<file path="src/hdl/dtd_pkg.sv">
// shared types, constants and helpers of the double to decimal text formatter
package dtd_pkg;

	localparam int MAX_DEC_DEF = 10;
	localparam int MANT_W      = 53;
	localparam int EXP_W       = 12;
	localparam int MAG_W       = 64;
	localparam int MAG_DIGITS  = 19;
	localparam int BCD_W       = 4 * MAG_DIGITS;
	localparam int POS_W       = 7;
	localparam int MAX_OUT     = 32;
	localparam int VAL_W       = 64;
	localparam int PREC_IN_W   = 8;
	localparam int LIM_W       = 7;
	localparam int CHAR_W      = 8;

	localparam logic [CHAR_W-1:0] CH_ZERO  = 8'h30;
	localparam logic [CHAR_W-1:0] CH_DOT   = 8'h2E;
	localparam logic [CHAR_W-1:0] CH_MINUS = 8'h2D;
	localparam logic [CHAR_W-1:0] CH_NONE  = 8'h00;

	localparam logic [MANT_W-1:0] MANT_ONE = {1'b1, 52'd0};
	localparam logic [10:0] EXP_ALL1 = 11'h7FF;

	localparam logic [MAG_W-1:0] POW10_T [0:MAG_DIGITS] = '{
		64'd1, 64'd10, 64'd100, 64'd1000, 64'd10000, 64'd100000, 64'd1000000,
		64'd10000000, 64'd100000000, 64'd1000000000, 64'd10000000000,
		64'd100000000000, 64'd1000000000000, 64'd10000000000000,
		64'd100000000000000, 64'd1000000000000000, 64'd10000000000000000,
		64'd100000000000000000, 64'd1000000000000000000,
		64'd10000000000000000000
	};

	typedef struct packed {
		logic [MANT_W-1:0] mant;
		logic              carry;
	} dtd_rnd_t;

	typedef struct packed {
		logic load;
		logic step;
	} dtd_bcd_ctl_t;

	function automatic logic signed [EXP_W-1:0] exp_of(input logic [VAL_W-1:0] bits);
		return $signed({1'b0, bits[62:52]}) - 12'sd1023;
	endfunction

	function automatic logic [MANT_W-1:0] mant_of(input logic [VAL_W-1:0] bits);
		return {1'b1, bits[51:0]};
	endfunction

	function automatic logic [MAG_W-1:0] trunc_mag(input logic [MANT_W-1:0] m,
			input logic signed [EXP_W-1:0] e);
		logic [MAG_W-1:0] wide;
		logic [5:0] sh;
		wide = {11'd0, m};
		sh = '0;
		if (e < 0) begin
			return '0;
		end else if (e > 12'sd63) begin
			return '0;
		end else if (e >= 12'sd52) begin
			sh = e[5:0] - 6'd52;
			return wide << sh;
		end else begin
			sh = 6'd52 - e[5:0];
			return wide >> sh;
		end
	endfunction

endpackage

</file>
<file path="src/hdl/dtd_in_if.sv">
// number channel: binary64 value, precision and digit limit
interface dtd_in_if;
	logic        valid;
	logic        ready;
	logic [63:0] value_bits;
	logic [7:0]  precision;
	logic [6:0]  digit_limit;
	modport source (output valid, value_bits, precision, digit_limit, input ready);
	modport sink (input valid, value_bits, precision, digit_limit, output ready);
endinterface

</file>
<file path="src/hdl/dtd_out_if.sv">
// text channel: one ascii character per transfer
interface dtd_out_if;
	logic       valid;
	logic       ready;
	logic [7:0] char_code;
	logic       last;
	logic       overflow;
	modport source (output valid, char_code, last, overflow, input ready);
	modport sink (input valid, char_code, last, overflow, output ready);
endinterface

</file>
<file path="src/hdl/dtd_mul10.sv">
// shared exact multiply by ten of the wide mantissa accumulator
module dtd_mul10 #(
	parameter int ACC_W = 87
) (
	input  logic [ACC_W-1:0] acc,
	output logic [ACC_W+3:0] prod
);
	import dtd_pkg::*;

	logic [ACC_W+3:0] ext;

	assign ext  = {4'd0, acc};
	assign prod = (ext << 3) + (ext << 1);
endmodule

</file>
<file path="src/hdl/dtd_round.sv">
// round the accumulator to 53 bits, nearest even, below its leading one
module dtd_round #(
	parameter int ACC_W = 87,
	parameter int TW    = 7
) (
	input  logic [ACC_W-1:0]  acc,
	input  logic [TW-1:0]     top,
	output dtd_pkg::dtd_rnd_t rnd
);
	import dtd_pkg::*;

	logic [TW-1:0]     sh;
	logic [ACC_W-1:0]  norm;
	logic [MANT_W-1:0] mant;
	logic              guard;
	logic              sticky;
	logic              inc;
	logic [MANT_W:0]   sum;

	always_comb begin
		sh     = TW'(ACC_W - 1) - top;
		norm   = acc << sh;
		mant   = norm[ACC_W-1 -: MANT_W];
		guard  = norm[ACC_W-1-MANT_W];
		sticky = |norm[ACC_W-2-MANT_W:0];
		inc    = guard & (sticky | mant[0]);
		sum    = {1'b0, mant} + {{MANT_W{1'b0}}, inc};
		rnd.carry = sum[MANT_W];
		rnd.mant  = sum[MANT_W] ? sum[MANT_W:1] : sum[MANT_W-1:0];
	end
endmodule

</file>
<file path="src/hdl/dtd_bcd.sv">
// binary to bcd converter, one shift and correct step per cycle while ctl.step is set
module dtd_bcd (
	input  logic                         clk,
	input  logic                         arst_n,
	input  dtd_pkg::dtd_bcd_ctl_t        ctl,
	input  logic [dtd_pkg::MAG_W-1:0]    bin,
	output logic [dtd_pkg::BCD_W-1:0]    bcd
);
	import dtd_pkg::*;

	logic [MAG_W-1:0] bin_q;
	logic [BCD_W-1:0] bcd_q;
	logic [BCD_W-1:0] adj;

	always_comb begin
		for (int q = 0; q < MAG_DIGITS; q++) begin
			adj[4*q +: 4] = (bcd_q[4*q +: 4] >= 4'd5) ? bcd_q[4*q +: 4] + 4'd3
				: bcd_q[4*q +: 4];
		end
	end

	always_ff @(posedge clk or negedge arst_n) begin
		if (!arst_n) begin
			bin_q <= '0;
			bcd_q <= '0;
		end else if (ctl.load) begin
			bin_q <= bin;
			bcd_q <= '0;
		end else if (ctl.step) begin
			bin_q <= bin_q << 1;
			bcd_q <= {adj[BCD_W-2:0], bin_q[MAG_W-1]};
		end
	end

	assign bcd = bcd_q;
endmodule

</file>
<file path="src/hdl/double_to_decimal_text.sv">
// double to decimal text formatter, top level and sequencer
// usage: a number goes in on num (binary64 bits, precision, digit limit); its text
// comes out on txt, one ascii character per transfer, last set on the final one.
// nan, infinity and values whose scaled form leaves the signed 64-bit range give a
// single transfer with char_code 0, last and overflow set.
// sequence: for a positive value the decimal count search first runs up to
// MAX_DECIMALS iterations of the shared times-ten unit; the scaling then takes up
// to MAX_DECIMALS steps on the same unit plus one rounding step, followed by the
// binary to decimal conversion and the layout, then one character per cycle while
// txt.ready does not hold it back, at most 32 characters.
// throughput: one number at a time; num.ready is high only between numbers,
// and a new number may enter while the last character still waits on txt.
// reset clears the sequencer and the output valid; nothing is in flight.
// when txt.ready is low with a valid character, that character holds and emission waits.
module double_to_decimal_text #(
	parameter int MAX_DECIMALS = dtd_pkg::MAX_DEC_DEF
) (
	input  logic       clk,
	input  logic       arst_n,
	dtd_in_if.sink     num,
	dtd_out_if.source  txt
);
	import dtd_pkg::*;

	localparam int PW    = (MAX_DECIMALS * 3322) / 1000 + 1;
	localparam int ACC_W = MANT_W + PW;
	localparam int TW    = $clog2(ACC_W + 4);
	localparam int KW    = $clog2(MAX_DECIMALS + 1);

	localparam logic [3:0] ST_IDLE   = 4'd0;
	localparam logic [3:0] ST_KCHK   = 4'd1;
	localparam logic [3:0] ST_MUL    = 4'd2;
	localparam logic [3:0] ST_ROUND  = 4'd3;
	localparam logic [3:0] ST_TRUNC  = 4'd4;
	localparam logic [3:0] ST_BCD    = 4'd5;
	localparam logic [3:0] ST_LEN    = 4'd6;
	localparam logic [3:0] ST_LAYOUT = 4'd7;
	localparam logic [3:0] ST_EMIT   = 4'd8;

	logic [3:0] state_q;

	logic [VAL_W-1:0]        x_q;
	logic [KW-1:0]           prec_q;
	logic [LIM_W-1:0]        lim_q;
	logic                    neg_q;
	logic                    tiny_q;
	logic                    zero_q;
	logic                    ovft_q;
	logic                    phase_q;
	logic [MANT_W-1:0]       m_q;
	logic signed [EXP_W-1:0] e_q;
	logic [KW-1:0]           k_q;
	logic [KW-1:0]           dec_q;
	logic [KW-1:0]           steps_q;
	logic [ACC_W-1:0]        acc_q;
	logic [TW-1:0]           t_q;
	logic [MAG_W-1:0]        wmag_q;
	logic [4:0]              wlen_q;
	logic [6:0]              cnt_q;
	logic [4:0]              ilen_q;
	logic                    casea_q;
	logic                    sgn_q;
	logic [POS_W-1:0]        wl_q;
	logic [POS_W-1:0]        fl_q;
	logic [POS_W-1:0]        z_q;
	logic [POS_W-1:0]        n_q;
	logic [POS_W-1:0]        p_q;

	logic              out_v_q;
	logic [CHAR_W-1:0] out_c_q;
	logic              out_l_q;
	logic              out_o_q;

	// shared arithmetic
	logic [ACC_W+3:0] prod;
	dtd_rnd_t         rnd;
	logic [TW-1:0]    t4;
	logic [TW-1:0]    t_next;

	dtd_mul10 #(.ACC_W(ACC_W)) u_mul10 (.acc(acc_q), .prod(prod));
	dtd_round #(.ACC_W(ACC_W), .TW(TW)) u_round (.acc(acc_q), .top(t_q), .rnd(rnd));

	assign t4     = t_q + TW'(4);
	assign t_next = prod[t4] ? t4 : t_q + TW'(3);

	// binary to decimal
	dtd_bcd_ctl_t     bctl;
	logic [MAG_W-1:0] mag;
	logic [BCD_W-1:0] bcd;

	dtd_bcd u_bcd (.clk(clk), .arst_n(arst_n), .ctl(bctl), .bin(mag), .bcd(bcd));

	// input decode
	logic                    in_xfer;
	logic [10:0]             in_bexp;
	logic                    in_special;
	logic                    in_zero;
	logic                    in_tiny;
	logic [KW-1:0]           in_prec;

	assign in_xfer    = num.valid && num.ready;
	assign in_bexp    = num.value_bits[62:52];
	assign in_special = (in_bexp == EXP_ALL1);
	assign in_zero    = (num.value_bits[62:0] == 63'd0);
	assign in_tiny    = (in_bexp == 11'd0) && !in_zero;
	assign in_prec    = (num.precision > PREC_IN_W'(MAX_DECIMALS)) ? KW'(MAX_DECIMALS)
		: KW'(num.precision);

	// whole-number test of the search value
	logic [5:0]        wsh;
	logic [MANT_W-1:0] wmask;
	logic              whole;
	logic              kstop;

	always_comb begin
		wsh   = 6'd52 - e_q[5:0];
		wmask = (MANT_W'(1) << wsh) - MANT_W'(1);
		if (e_q >= 12'sd52) begin
			whole = 1'b1;
		end else begin
			whole = ((m_q & wmask) == '0);
		end
		kstop = (k_q == KW'(MAX_DECIMALS)) || (!e_q[EXP_W-1] && whole);
	end

	// truncation and range check of the scaled value
	logic ovf;

	always_comb begin
		ovf = !tiny_q && !e_q[EXP_W-1] && ((e_q > 12'sd63) ||
			((e_q == 12'sd63) && !(neg_q && (m_q == MANT_ONE))));
		mag = tiny_q ? '0 : trunc_mag(m_q, e_q);
	end

	// digit masks and layout
	logic [MAG_DIGITS-1:0] nz;
	logic [4:0]            ilen_c;
	logic [POS_W-1:0]      ilen7;
	logic [POS_W-1:0]      wlen7;
	logic [POS_W-1:0]      lim_m1;
	logic [POS_W-1:0]      leff;
	logic [POS_W-1:0]      qmin;
	logic                  has;
	logic [4:0]            qf;
	logic [POS_W-1:0]      ilast;
	logic                  casea;
	logic [POS_W-1:0]      zc;
	logic [POS_W-1:0]      wl_c;
	logic [POS_W-1:0]      fl_c;
	logic                  pt_c;
	logic [POS_W-1:0]      fln_c;
	logic                  sgn_c;
	logic [POS_W-1:0]      n_c;

	always_comb begin
		for (int q = 0; q < MAG_DIGITS; q++) begin
			nz[q] = |bcd[4*q +: 4];
		end
		ilen_c = 5'd1;
		for (int q = 0; q < MAG_DIGITS; q++) begin
			if (nz[q]) begin
				ilen_c = 5'(q + 1);
			end
		end
	end

	always_comb begin
		ilen7  = POS_W'(ilen_q);
		wlen7  = POS_W'(wlen_q);
		lim_m1 = lim_q - 7'd1;
		if (zero_q || lim_q == 7'd0) begin
			leff = '0;
		end else if (lim_m1 < ilen7) begin
			leff = lim_m1;
		end else begin
			leff = ilen7;
		end
		qmin = ilen7 - leff;
		has  = 1'b0;
		qf   = '0;
		for (int q = MAG_DIGITS - 1; q >= 0; q--) begin
			if (nz[q] && (POS_W'(q) >= qmin)) begin
				has = 1'b1;
				qf  = 5'(q);
			end
		end
		ilast = ilen7 - 7'd1 - POS_W'(qf);
		casea = (wmag_q == '0);
		if (casea && !zero_q && (POS_W'(dec_q) > ilen7)) begin
			zc = POS_W'(dec_q) - ilen7;
		end else begin
			zc = '0;
		end
		if (casea) begin
			wl_c = 7'd1;
			fl_c = has ? zc + ilast + 7'd1 : '0;
		end else if (leff >= wlen7) begin
			wl_c = wlen7;
			fl_c = (has && ilast >= wlen7) ? ilast + 7'd1 - wlen7 : '0;
		end else begin
			wl_c = has ? ilast + 7'd1 : '0;
			fl_c = '0;
		end
		if (prec_q != '0) begin
			pt_c  = 1'b1;
			fln_c = POS_W'(prec_q);
		end else begin
			pt_c  = (fl_c != '0);
			fln_c = fl_c;
		end
		sgn_c = neg_q && !zero_q;
		n_c   = POS_W'(sgn_c) + wl_c + (pt_c ? fln_c + 7'd1 : 7'd0);
		if (n_c > POS_W'(MAX_OUT)) begin
			n_c = POS_W'(MAX_OUT);
		end
	end

	// character at the current position
	logic [POS_W-1:0]  w;
	logic [POS_W-1:0]  j;
	logic [POS_W-1:0]  di;
	logic [4:0]        dq;
	logic [3:0]        nib;
	logic              use_dig;
	logic [CHAR_W-1:0] chr;

	always_comb begin
		w       = p_q - POS_W'(sgn_q);
		j       = w - wl_q - 7'd1;
		di      = '0;
		use_dig = 1'b0;
		chr     = CH_ZERO;
		if (ovft_q) begin
			chr = CH_NONE;
		end else if (sgn_q && p_q == '0) begin
			chr = CH_MINUS;
		end else if (w < wl_q) begin
			use_dig = !casea_q;
			di      = w;
		end else if (w == wl_q) begin
			chr = CH_DOT;
		end else if (j < fl_q) begin
			if (casea_q) begin
				use_dig = (j >= z_q);
				di      = j - z_q;
			end else begin
				use_dig = 1'b1;
				di      = wlen7 + j;
			end
		end
		dq  = ilen_q - 5'd1 - di[4:0];
		nib = bcd[4*dq +: 4];
		if (use_dig) begin
			chr = {4'h3, nib};
		end
	end

	logic out_free;
	assign out_free = !out_v_q || txt.ready;

	always_comb begin
		bctl.load = (state_q == ST_TRUNC);
		bctl.step = (state_q == ST_BCD);
	end

	always_ff @(posedge clk or negedge arst_n) begin
		if (!arst_n) begin
			state_q <= ST_IDLE;
			ovft_q  <= 1'b0;
			p_q     <= '0;
			n_q     <= '0;
			k_q     <= '0;
			steps_q <= '0;
			cnt_q   <= '0;
			phase_q <= 1'b0;
		end else begin
			unique case (state_q)
				ST_IDLE: begin
					if (in_xfer) begin
						x_q     <= num.value_bits;
						prec_q  <= in_prec;
						lim_q   <= num.digit_limit;
						neg_q   <= num.value_bits[63];
						zero_q  <= in_zero;
						tiny_q  <= in_zero || in_tiny;
						ovft_q  <= in_special;
						dec_q   <= KW'(MAX_DECIMALS);
						m_q     <= mant_of(num.value_bits);
						e_q     <= exp_of(num.value_bits);
						k_q     <= '0;
						acc_q   <= ACC_W'(mant_of(num.value_bits));
						t_q     <= TW'(52);
						steps_q <= KW'(MAX_DECIMALS);
						phase_q <= 1'b1;
						if (in_special) begin
							n_q     <= 7'd1;
							p_q     <= '0;
							state_q <= ST_EMIT;
						end else if (in_zero || in_tiny) begin
							state_q <= ST_TRUNC;
						end else if (num.value_bits[63]) begin
							state_q <= ST_MUL;
						end else begin
							state_q <= ST_KCHK;
						end
					end
				end
				ST_KCHK: begin
					t_q <= TW'(52);
					if (kstop) begin
						dec_q   <= (k_q == KW'(MAX_DECIMALS)) ? k_q : k_q + KW'(1);
						steps_q <= (k_q == KW'(MAX_DECIMALS)) ? k_q : k_q + KW'(1);
						acc_q   <= ACC_W'(mant_of(x_q));
						e_q     <= exp_of(x_q);
						phase_q <= 1'b1;
					end else begin
						steps_q <= KW'(1);
						acc_q   <= ACC_W'(m_q);
						phase_q <= 1'b0;
					end
					state_q <= ST_MUL;
				end
				ST_MUL: begin
					acc_q   <= prod[ACC_W-1:0];
					t_q     <= t_next;
					steps_q <= steps_q - KW'(1);
					if (steps_q == KW'(1)) begin
						state_q <= ST_ROUND;
					end
				end
				ST_ROUND: begin
					m_q <= rnd.mant;
					e_q <= e_q + EXP_W'(t_q) - EXP_W'(52) + EXP_W'(rnd.carry);
					if (phase_q) begin
						state_q <= ST_TRUNC;
					end else begin
						k_q     <= k_q + KW'(1);
						state_q <= ST_KCHK;
					end
				end
				ST_TRUNC: begin
					wmag_q <= tiny_q ? '0 : trunc_mag(mant_of(x_q), exp_of(x_q));
					wlen_q <= 5'd1;
					cnt_q  <= '0;
					if (ovf) begin
						ovft_q  <= 1'b1;
						n_q     <= 7'd1;
						p_q     <= '0;
						state_q <= ST_EMIT;
					end else begin
						state_q <= ST_BCD;
					end
				end
				ST_BCD: begin
					cnt_q <= cnt_q + 7'd1;
					if (cnt_q < 7'(MAG_DIGITS)) begin
						if (wmag_q >= POW10_T[cnt_q[4:0] + 5'd1]) begin
							wlen_q <= cnt_q[4:0] + 5'd2;
						end
					end
					if (cnt_q == 7'(MAG_W - 1)) begin
						state_q <= ST_LEN;
					end
				end
				ST_LEN: begin
					ilen_q  <= ilen_c;
					state_q <= ST_LAYOUT;
				end
				ST_LAYOUT: begin
					casea_q <= casea;
					sgn_q   <= sgn_c;
					wl_q    <= wl_c;
					fl_q    <= fl_c;
					z_q     <= zc;
					n_q     <= n_c;
					p_q     <= '0;
					state_q <= (n_c == '0) ? ST_IDLE : ST_EMIT;
				end
				ST_EMIT: begin
					if (out_free) begin
						p_q <= p_q + 7'd1;
						if (p_q == n_q - 7'd1) begin
							state_q <= ST_IDLE;
						end
					end
				end
				default: begin
					state_q <= ST_IDLE;
				end
			endcase
		end
	end

	// output register
	always_ff @(posedge clk or negedge arst_n) begin
		if (!arst_n) begin
			out_v_q <= 1'b0;
		end else if (out_free) begin
			out_v_q <= (state_q == ST_EMIT);
		end
	end

	always_ff @(posedge clk) begin
		if (out_free && state_q == ST_EMIT) begin
			out_c_q <= chr;
			out_l_q <= (p_q == n_q - 7'd1);
			out_o_q <= ovft_q;
		end
	end

	assign num.ready     = (state_q == ST_IDLE);
	assign txt.valid     = out_v_q;
	assign txt.char_code = out_c_q;
	assign txt.last      = out_l_q;
	assign txt.overflow  = out_o_q;

	a_ovf_last: assert property (@(posedge clk) disable iff (!arst_n)
		out_v_q && out_o_q |-> out_l_q)
		else $error("flagged transfer without last");

	a_emit_pos: assert property (@(posedge clk) disable iff (!arst_n)
		state_q == ST_EMIT |-> p_q < n_q && n_q <= 7'(MAX_OUT))
		else $error("character position out of range");

	a_busy: assert property (@(posedge clk) disable iff (!arst_n)
		in_xfer |=> state_q != ST_IDLE)
		else $error("number taken but sequencer idle");

	a_steps: assert property (@(posedge clk) disable iff (!arst_n)
		state_q == ST_MUL |-> steps_q != '0)
		else $error("multiply step count empty");
endmodule
</file>
<file path="src/flat_wrapper.sv">
// flat-port wrapper written by rule: the top's interface ports become plain ports
module double_to_decimal_text_flat import dtd_pkg::*;
#(
	parameter int MAX_DECIMALS = dtd_pkg::MAX_DEC_DEF
)
  (clk, arst_n, num_valid, num_value_bits, num_precision, num_digit_limit, num_ready, txt_valid, txt_char_code, txt_last, txt_overflow, txt_ready);
  dtd_in_if num_i ();
  dtd_out_if txt_i ();
  input  logic clk;
  input  logic arst_n;
  input wire logic [$bits(num_i.valid)-1:0] num_valid;
  input wire logic [$bits(num_i.value_bits)-1:0] num_value_bits;
  input wire logic [$bits(num_i.precision)-1:0] num_precision;
  input wire logic [$bits(num_i.digit_limit)-1:0] num_digit_limit;
  output wire logic [$bits(num_i.ready)-1:0] num_ready;
  output wire logic [$bits(txt_i.valid)-1:0] txt_valid;
  output wire logic [$bits(txt_i.char_code)-1:0] txt_char_code;
  output wire logic [$bits(txt_i.last)-1:0] txt_last;
  output wire logic [$bits(txt_i.overflow)-1:0] txt_overflow;
  input wire logic [$bits(txt_i.ready)-1:0] txt_ready;
  assign num_i.valid = num_valid;
  assign num_i.value_bits = num_value_bits;
  assign num_i.precision = num_precision;
  assign num_i.digit_limit = num_digit_limit;
  assign num_ready = num_i.ready;
  assign txt_valid = txt_i.valid;
  assign txt_char_code = txt_i.char_code;
  assign txt_last = txt_i.last;
  assign txt_overflow = txt_i.overflow;
  assign txt_i.ready = txt_ready;
  double_to_decimal_text #(.MAX_DECIMALS(MAX_DECIMALS)) u_core (.clk(clk), .arst_n(arst_n), .num(num_i), .txt(txt_i));
endmodule
</file>
<file path="config.mk">
export PLATFORM = sky130hd
export DESIGN_NAME = double_to_decimal_text_flat
export DESIGN_NICKNAME = d
export VERILOG_FILES = /design/src/hdl/dtd_pkg.sv /design/src/hdl/dtd_in_if.sv /design/src/hdl/dtd_out_if.sv /design/src/hdl/dtd_mul10.sv /design/src/hdl/dtd_round.sv /design/src/hdl/dtd_bcd.sv /design/src/hdl/double_to_decimal_text.sv /design/src/flat_wrapper.sv
export SDC_FILE = /design/constraint.sdc
export NUM_CORES = 2
export LEC_CHECK = 0
export ABC_AREA = 1
export ABC_CLOCK_PERIOD_IN_PS = 13300
export BUFFER_PORTS_ARGS = -buffer_cell sky130_fd_sc_hd__buf_4
export CORE_ASPECT_RATIO = 1.75
export CORE_UTILIZATION = 30
export CTS_CLUSTER_DIAMETER = 50
export DETAILED_ROUTE_END_ITERATION = 10
export PLACE_DENSITY_LB_ADDON = 0.08
export SETUP_SLACK_MARGIN = 0.2
export SLEW_MARGIN = 30
export SYNTH_ARGS = -nofsm -noshare
export SYNTH_HDL_FRONTEND = slang
export SYNTH_HIERARCHICAL = 1
export SYNTH_SLANG_ARGS = --single-unit
export TNS_END_PERCENT = 100
</file>
<file path="constraint.sdc">
create_clock -name clk -period 13.3 [get_ports clk]
set_input_delay 0.665 -clock clk [delete_from_list [all_inputs] [get_ports clk]]
set_output_delay 0.665 -clock clk [all_outputs]
set_load 0.02 [all_outputs]
</file>
# Word-level counts from Yosys, hierarchy flattened
# Memory sizes are Yosys's and may differ from the RTL's.
# Index checks and enable logic that the tools add are counted.
[totals]
word_cells = 466
ff_bits = 523
mem_count = 1
output_inout_bits = 12
mem_bits_ro = 2048
inputBits = 83
[op_classes]
eq_ne = 27
add_sub_neg = 60
muxes = 171
shift = 7
bitwise = 4
order_cmp = 57
reduce_logical = 102
[mem_list]
columns = ["name", "depth", "width", "rd", "rd_ports_with_merged_regs", "write_ports", "line", "source"]
rows = [
  ["(no name shown)", 32, 64, 1, 0, 0, "double_to_decimal_text.sv:357", "if (wmag_q >= POW10_T[cnt_q[4:0] + 5'd1]) begin"],
]
[op_table]
columns = ["operator", "n"]
rows = [
  ["64-bit two-way mux", 9],
  ["87-bit case mux with 3 select lines", 1],
  ["4-bit two-way mux", 42],
  ["53-bit two-way mux", 3],
  ["7-bit two-way mux", 22],
  ["76-bit two-way mux", 2],
  ["5-bit two-way mux", 29],
  ["53-bit by 6-bit left shift with 64-bit output", 2],
  ["53-bit by 6-bit >> shifter with 64-bit output", 2],
  ["53-bit case mux with 2 select lines", 1],
  ["90-bit by 88-bit adder with 91-bit output", 1],
  ["87-bit two-way mux", 1],
  ["87-bit by 7-bit left shift with 87-bit output", 1],
  ["4-bit OR reduction", 20],
  ["4-bit by 3-bit greater-or-equal comparator with 1-bit output, second input constant", 19],
  ["76-bit by 8-bit indexed part select with 4-bit output", 1],
  ["4-bit by 2-bit adder with 4-bit output, second input constant", 18],
  ["64-bit greater-or-equal comparator", 1],
  ["64-bit logical NOT", 1],
  ["63-bit logical NOT", 1],
  ["4-bit by 7-bit greater-or-equal comparator with 1-bit output, first input constant", 8],
  ["53-bit by 1-bit adder with 54-bit output", 1],
  ["53-bit bitwise AND", 1],
  ["53-bit equality test, second input constant", 1],
  ["93 further kinds", 240],
]

# Depth between registers and ports, before layout
[depth]
word_depth = 41
mapped_depth = 78

# Modules after synthesis
# The synthesis kept the hierarchy.
[modules_own_cells]
columns = ["mod", "seq_area_each_um2", "n_inst", "area_each_um2", "cells_each"]
rows = [
  ["double_to_decimal_text", 11230.8, 1, 41302.1, 6529],
  ["dtd_mul10", 0.0, 1, 8498.2, 1828],
  ["dtd_round", 0.0, 1, 8465.6, 1836],
  ["dtd_bcd", 3503.4, 1, 7389.6, 921],
]

# Least setup slack after synthesis
# OpenSTA, ideal clock, no wires.
[synth_path]
kind = "register -> register"
start = "reg u_core.lim_q[0]"
end = "reg u_core.state_q[3]"
path_stages_with_launch = 70
slack_ps = 4482
t_arrival_ps = 8702
required_ps = 13183
period_less_slack_ps = 8818
n_path_buf = 0
path_cell_list = "edfxtp_1 > inv_1 > ha_1 > inv_1 > ha_1 > a21o_1 > a21oi_1 > nor2_1 > o21ai_0 > nand2_1 > inv_1 > nor2_1 > nor3_1 > ha_1 > inv_1 > fa_1 > nand2_1 > nand2_1 > [... 34 more ...] > nand2_1 > nor2_1 > nor2_1 > fa_1 > inv_1 > fa_1 > o21ai_0 > nand2_1 > nand2_1 > a21oi_1 > xor2_1 > nand2_1 > nand2_1 > nand3_1 > nand2_1 > nand2_1 > nand2_1 > nand2_1"
[synth_between]
elab_chain_cells = 41
[synth_rtl]
columns = ["element", "line", "source"]
rows = [
  ["from (decl)", "double_to_decimal_text.sv:44", "logic [LIM_W-1:0] lim_q;"],
  ["from (signal assigned)", "double_to_decimal_text.sv:282", "lim_q <= num.digit_limit;"],
  ["7-bit by 1-bit subtractor with 7-bit output", "double_to_decimal_text.sv:170", "lim_m1 = lim_q - 7'd1;"],
  ["7-bit by 5-bit less-than comparator with 1-bit output", "double_to_decimal_text.sv:173", "end else if (lim_m1 < ilen7) begin"],
  ["7-bit two-way mux", "double_to_decimal_text.sv:173", ""],
  ["7-bit two-way mux *", "double_to_decimal_text.sv:171", "if (zero_q || lim_q == 7'd0) begin"],
  ["5-bit by 7-bit subtractor with 7-bit output", "double_to_decimal_text.sv:178", "qmin = ilen7 - leff;"],
  ["5-bit by 7-bit greater-or-equal comparator with 1-bit output", "double_to_decimal_text.sv:182", "if (nz[q] && (POS_W'(q) >= qmin)) begin"],
  ["1-bit logical AND", "double_to_decimal_text.sv:182", ""],
  ["5-bit two-way mux (19 in a row)", "double_to_decimal_text.sv:182", ""],
  ["[... 6 more ...]", "n/a", ""],
  ["net u_core.fl_c[5]", "double_to_decimal_text.sv:149", "logic [POS_W-1:0] fl_c;"],
  ["[... 1 more ...]", "n/a", ""],
  ["7-bit by 1-bit adder with 7-bit output or 1-bit two-way mux (tied branches)", "double_to_decimal_text.sv:212, double_to_decimal_text.sv:204", ""],
  ["7-bit two-way mux *", "double_to_decimal_text.sv:212", "n_c = POS_W'(sgn_c) + wl_c + (pt_c ? fln_c + 7'd1 : 7'd0);"],
  ["7-bit adder *", "double_to_decimal_text.sv:212", ""],
  ["7-bit by 6-bit greater-than comparator with 1-bit output", "double_to_decimal_text.sv:213", "if (n_c > POS_W'(MAX_OUT)) begin"],
  ["7-bit two-way mux *", "double_to_decimal_text.sv:213", ""],
  ["7-bit logical NOT *", "double_to_decimal_text.sv:377", "state_q <= (n_c == '0) ? ST_IDLE : ST_EMIT;"],
  ["4-bit two-way mux *", "double_to_decimal_text.sv:377", ""],
  ["4-bit case mux with 9 select lines *", "double_to_decimal_text.sv:277", "unique case (state_q)"],
  ["to (signal assigned)", "double_to_decimal_text.sv:377", ""],
  ["to (decl)", "double_to_decimal_text.sv:40", "logic [3:0] state_q;"],
]
# Mark *: on every way through the listed nets, which the timed path passes. The rest lies on a longest branch.
# A chain may end at the register's enable or synchronous reset.

# Final worst setup path
[layout_path]
start = "reg u_core.lim_q[0]"
end = "reg u_core.state_q[3]"
[layout_between]
elab_chain_cells = 41
[layout_rtl]
columns = ["element", "line", "source"]
rows = [
  ["7-bit by 1-bit subtractor with 7-bit output", "double_to_decimal_text.sv:170", ""],
  ["7-bit by 5-bit less-than comparator with 1-bit output", "double_to_decimal_text.sv:173", ""],
  ["7-bit two-way mux", "double_to_decimal_text.sv:173", ""],
  ["7-bit two-way mux *", "double_to_decimal_text.sv:171", ""],
  ["branches (longest 27 deep; another with 5-bit by 7-bit subtractor with 7-bit output)", "n/a", ""],
  ["7-bit two-way mux *", "double_to_decimal_text.sv:194", "if (casea) begin"],
  ["net u_core.fl_c[0]", "double_to_decimal_text.sv:149", ""],
  ["7-bit two-way mux or 7-bit nonzero test (tied branches)", "double_to_decimal_text.sv:204, double_to_decimal_text.sv:208", ""],
  ["7-bit by 1-bit adder with 7-bit output or 1-bit two-way mux (tied branches)", "double_to_decimal_text.sv:212, double_to_decimal_text.sv:204", ""],
  ["7-bit two-way mux *", "double_to_decimal_text.sv:212", ""],
  ["7-bit adder *", "double_to_decimal_text.sv:212", ""],
  ["7-bit by 6-bit greater-than comparator with 1-bit output", "double_to_decimal_text.sv:213", ""],
  ["7-bit two-way mux *", "double_to_decimal_text.sv:213", ""],
  ["7-bit logical NOT *", "double_to_decimal_text.sv:377", ""],
  ["4-bit two-way mux *", "double_to_decimal_text.sv:377", ""],
  ["4-bit case mux with 9 select lines *", "double_to_decimal_text.sv:277", ""],
]
# Mark *: on every way through the listed nets, which the timed path passes.

==> results.sh <==
export IMPL_status="complete, but fails checks"
export IMPL_violations="DRC"
export IMPL_avgViaCountPerCell=5.48
export IMPL_path_clk_slew_ns=0.06
export IMPL_drtPass1Iterations=10
export IMPL_nFillCells=24500
export IMPL_swShare=0.250
export IMPL_rows=226
export IMPL_skew_ns=0.0509
export IMPL_worst_pin_slew_ns=1.17
export IMPL_grt_max_degree=114
export IMPL_ant_nets=0
export IMPL_setup_violations=0
export IMPL_finalHoldViolations=0
export IMPL_cpMostUsedCell="nand2_1"
export IMPL_power_frac_clock=0.547
export IMPL_ir_drop_v=0.000128
export IMPL_worstPathRequired_ns=13.86
export IMPL_cp_arrival_ns=12.03
export IMPL_relSlewSlack=0.213
export IMPL_pwr_share_comb=0.023
export IMPL_netlist_area_mm2=0.0657
export IMPL_slew_viol_final=0
export IMPL_fmax_mhz=87.2
export IMPL_layout_drive_gt1_share=0.0594
export IMPL_drt_drc_violations_left=48
export IMPL_dp_hpwl_um=316000
export IMPL_insertion_delay_ns=0.70
export IMPL_coreArea_mm2=0.217
export IMPL_p_total_mw=4.00
export IMPL_tns_ns=0
export IMPL_synth_edff_count=344
export IMPL_placed_cells=13700
export IMPL_worstPathBufferInverterCount=11
export IMPL_seq_power_share=0.430
export IMPL_ios=95
export IMPL_grt_pass1_vias=74500
export IMPL_power_leakage_nw=34.7
export IMPL_cp_max_fo=8
export IMPL_routed_wirelength_um=387000
export IMPL_rsz0062_at_grt="false"
export IMPL_power_switching_mw=1.00
export IMPL_yosysWarnings=6
export IMPL_root_buffer="clkbuf_16"
export IMPL_routedWlPerCell_um=27.9
export IMPL_utilization=0.330
export IMPL_die_w_um=356
export IMPL_portBuffers=92
export IMPL_min_period_ns=11.47
export IMPL_synthFlopType="edfxtp_1"
export IMPL_hold_slack_ns=0.162
export IMPL_ys_seq_area_frac=0.224
export IMPL_numCtsBuffers=77
export IMPL_drt_iter0_drc=6592
export IMPL_grt_total_usage=0.343
export IMPL_worst_hold_path_type="input port to register"
export IMPL_ys_seq_elements=520
export IMPL_place_area_mm2=0.0689
export IMPL_path_delay_family="simple AND/OR/NAND/NOR gates"
export IMPL_fin_crit_sh=0.862
export IMPL_place_congestion=1.04
export IMPL_numClockSinks=520
export IMPL_htreeDepth=3
export IMPL_cts_tree="yes"
export IMPL_synthArstFlopShare=0.338
export IMPL_final_cells=13900
export IMPL_antenna_found_initial=35
export IMPL_dpl_worst_slack_ns=1.84
export IMPL_fp_dieH_um=621
export IMPL_final_nets=11300
export IMPL_cpMaxStageDelayCell="a21boi_0"
export IMPL_synthCells=11100
export IMPL_criticalPathCategory="register to register"
export IMPL_vias=75900
export IMPL_internal_power_mw=3.00
export IMPL_ys_types=71
export IMPL_fin_area_mm2=0.0717
export IMPL_end_kind="register"
export IMPL_grt_pass1_wl_um=540000
export IMPL_worstSetupStartpointType="register"
export IMPL_syn2layout_area_growth_pct=9.18
export IMPL_cts_setup_buffers=0
export IMPL_clock_path_buffers=3
export IMPL_start_util=0.303
export IMPL_finalWorstSetupSlack_ns=1.83
export IMPL_synth_avg_cell_area_um2=5.91
export IMPL_slowest_delay_ns=0.62
export IMPL_die_area_mm2=0.221
export IMPL_timing_max_cap_violations=0
export IMPL_grt_overflow=0
export IMPL_power_density_mw_per_mm2=55.8
power groups by stage:
stage	clock (mW)	combinational, mW	sequential (mW)
6_report	2.19	0.0932	1.72
5_1_grt	2.28	0.0995	1.72
4_1_cts	2.23	0.0921	1.72
3_5_place_dp	0	0.0909	1.75
3_3_place_gp	0	0.0916	1.75
2_1_floorplan	0	0.0256	1.75
flip-flops by register name, indices dropped and copies added (netlist names), 12 cells and up:
name,flops
u_core/acc_q,87
u_core/x_q,63
u_core/u_bcd/bcd,76
u_core/m_q,53
u_core/e_q,12
u_core/wmag_q,64
u_core/u_bcd/bin_q,64
synth_stat cells (135+ instances only):
library cell | instances | area, um2
nand4_1 | 135 | 845
nor2_1 | 1114 | 4180
o22ai_1 | 144 | 901
o21ai_0 | 935 | 4680
clkbuf_1 | 291 | 1090
nand2_1 | 3256 | 12200
a21oi_1 | 516 | 2580
dfrtp_1 | 176 | 4400
inv_1 | 1406 | 5280
edfxtp_1 | 344 | 10300
nand3_1 | 1267 | 6340
ha_1 | 326 | 4080
repair_timing:
item	4_1_cts	5_1_grt
hold buffers	1	0
endpoints found under the setup margin	0	0
hold endpoints to repair	39	0
gates resized for setup	0	0
cells by family after synthesis:
| family | Yosys count | share of synthesized area |
|---|---|---|
| buffers and inverters | 1972 | 0.118 |
| AO/OA/AOI/OAI | 1900 | 0.159 |
| adder cells (fa/ha/maj) | 339 | 0.0661 |
| flip-flops | 520 | 0.224 |
| multiplexers | 96 | 0.0148 |
| AND/OR/NAND/NOR | 6135 | 0.396 |
| XOR/XNOR | 150 | 0.0211 |
| other | 2 | 0.000114 |
layout make-up:
cell class                 count  area [um2]  area share
sequential                   520       14700       0.206
antenna                       22        55.1    0.000768
clock buffer                  86        2020      0.0282
inverter                    1481        5560      0.0776
timing repair buffer         215        1660      0.0231
multi-input combinational   8625       43400       0.606
clock inverter                56         657     0.00916
tap                         2850        3570      0.0497
final timing paths:
check,startpoint,endpoint,slack [ns],cells after the start
max in group asynchronous,arst_n,u_core/u_bcd/bcd[5]$_DFFE_PN0P_,11.74,3
setup reg to reg,u_core/lim_q[0]$_DFFE_PP_,u_core/state_q[3]$_DFFE_PN0P_,1.83,68
hold / removal,num_digit_limit[5],u_core/lim_q[5]$_DFFE_PP_,0.16,1
setup / recovery,u_core/lim_q[0]$_DFFE_PP_,u_core/state_q[3]$_DFFE_PN0P_,1.83,68
hold reg to reg,u_core/n_q[6]$_DFFE_PN0P_,u_core/n_q[6]$_DFFE_PN0P_,0.50,2
min in group asynchronous,arst_n,u_core/u_bcd/bcd[30]$_DFFE_PN0P_,0.49,2
layer usage:
metal,track usage,up-vias,part of all wire
li1,-,36100,-
met1,0.306,35600,0.31
met2,0.630,2908,0.51
met3,0.0511,1203,0.049
met4,0.374,20,0.13
met5,0,-,0.00035
cells in the final DEF (no fill, tap or decap), types with 135 or more instances in the layout:
cell type and instances:
o21ai_0 923, nand4_1 135, nor2_1 1104, buf_4 208, dfrtp_1 176, nand2_1 3254
inv_1 1406, ha_1 324, edfxtp_1 344, nand3_1 1266, a21oi_1 512, o22ai_1 144
(Power assumes the default switching activity.)
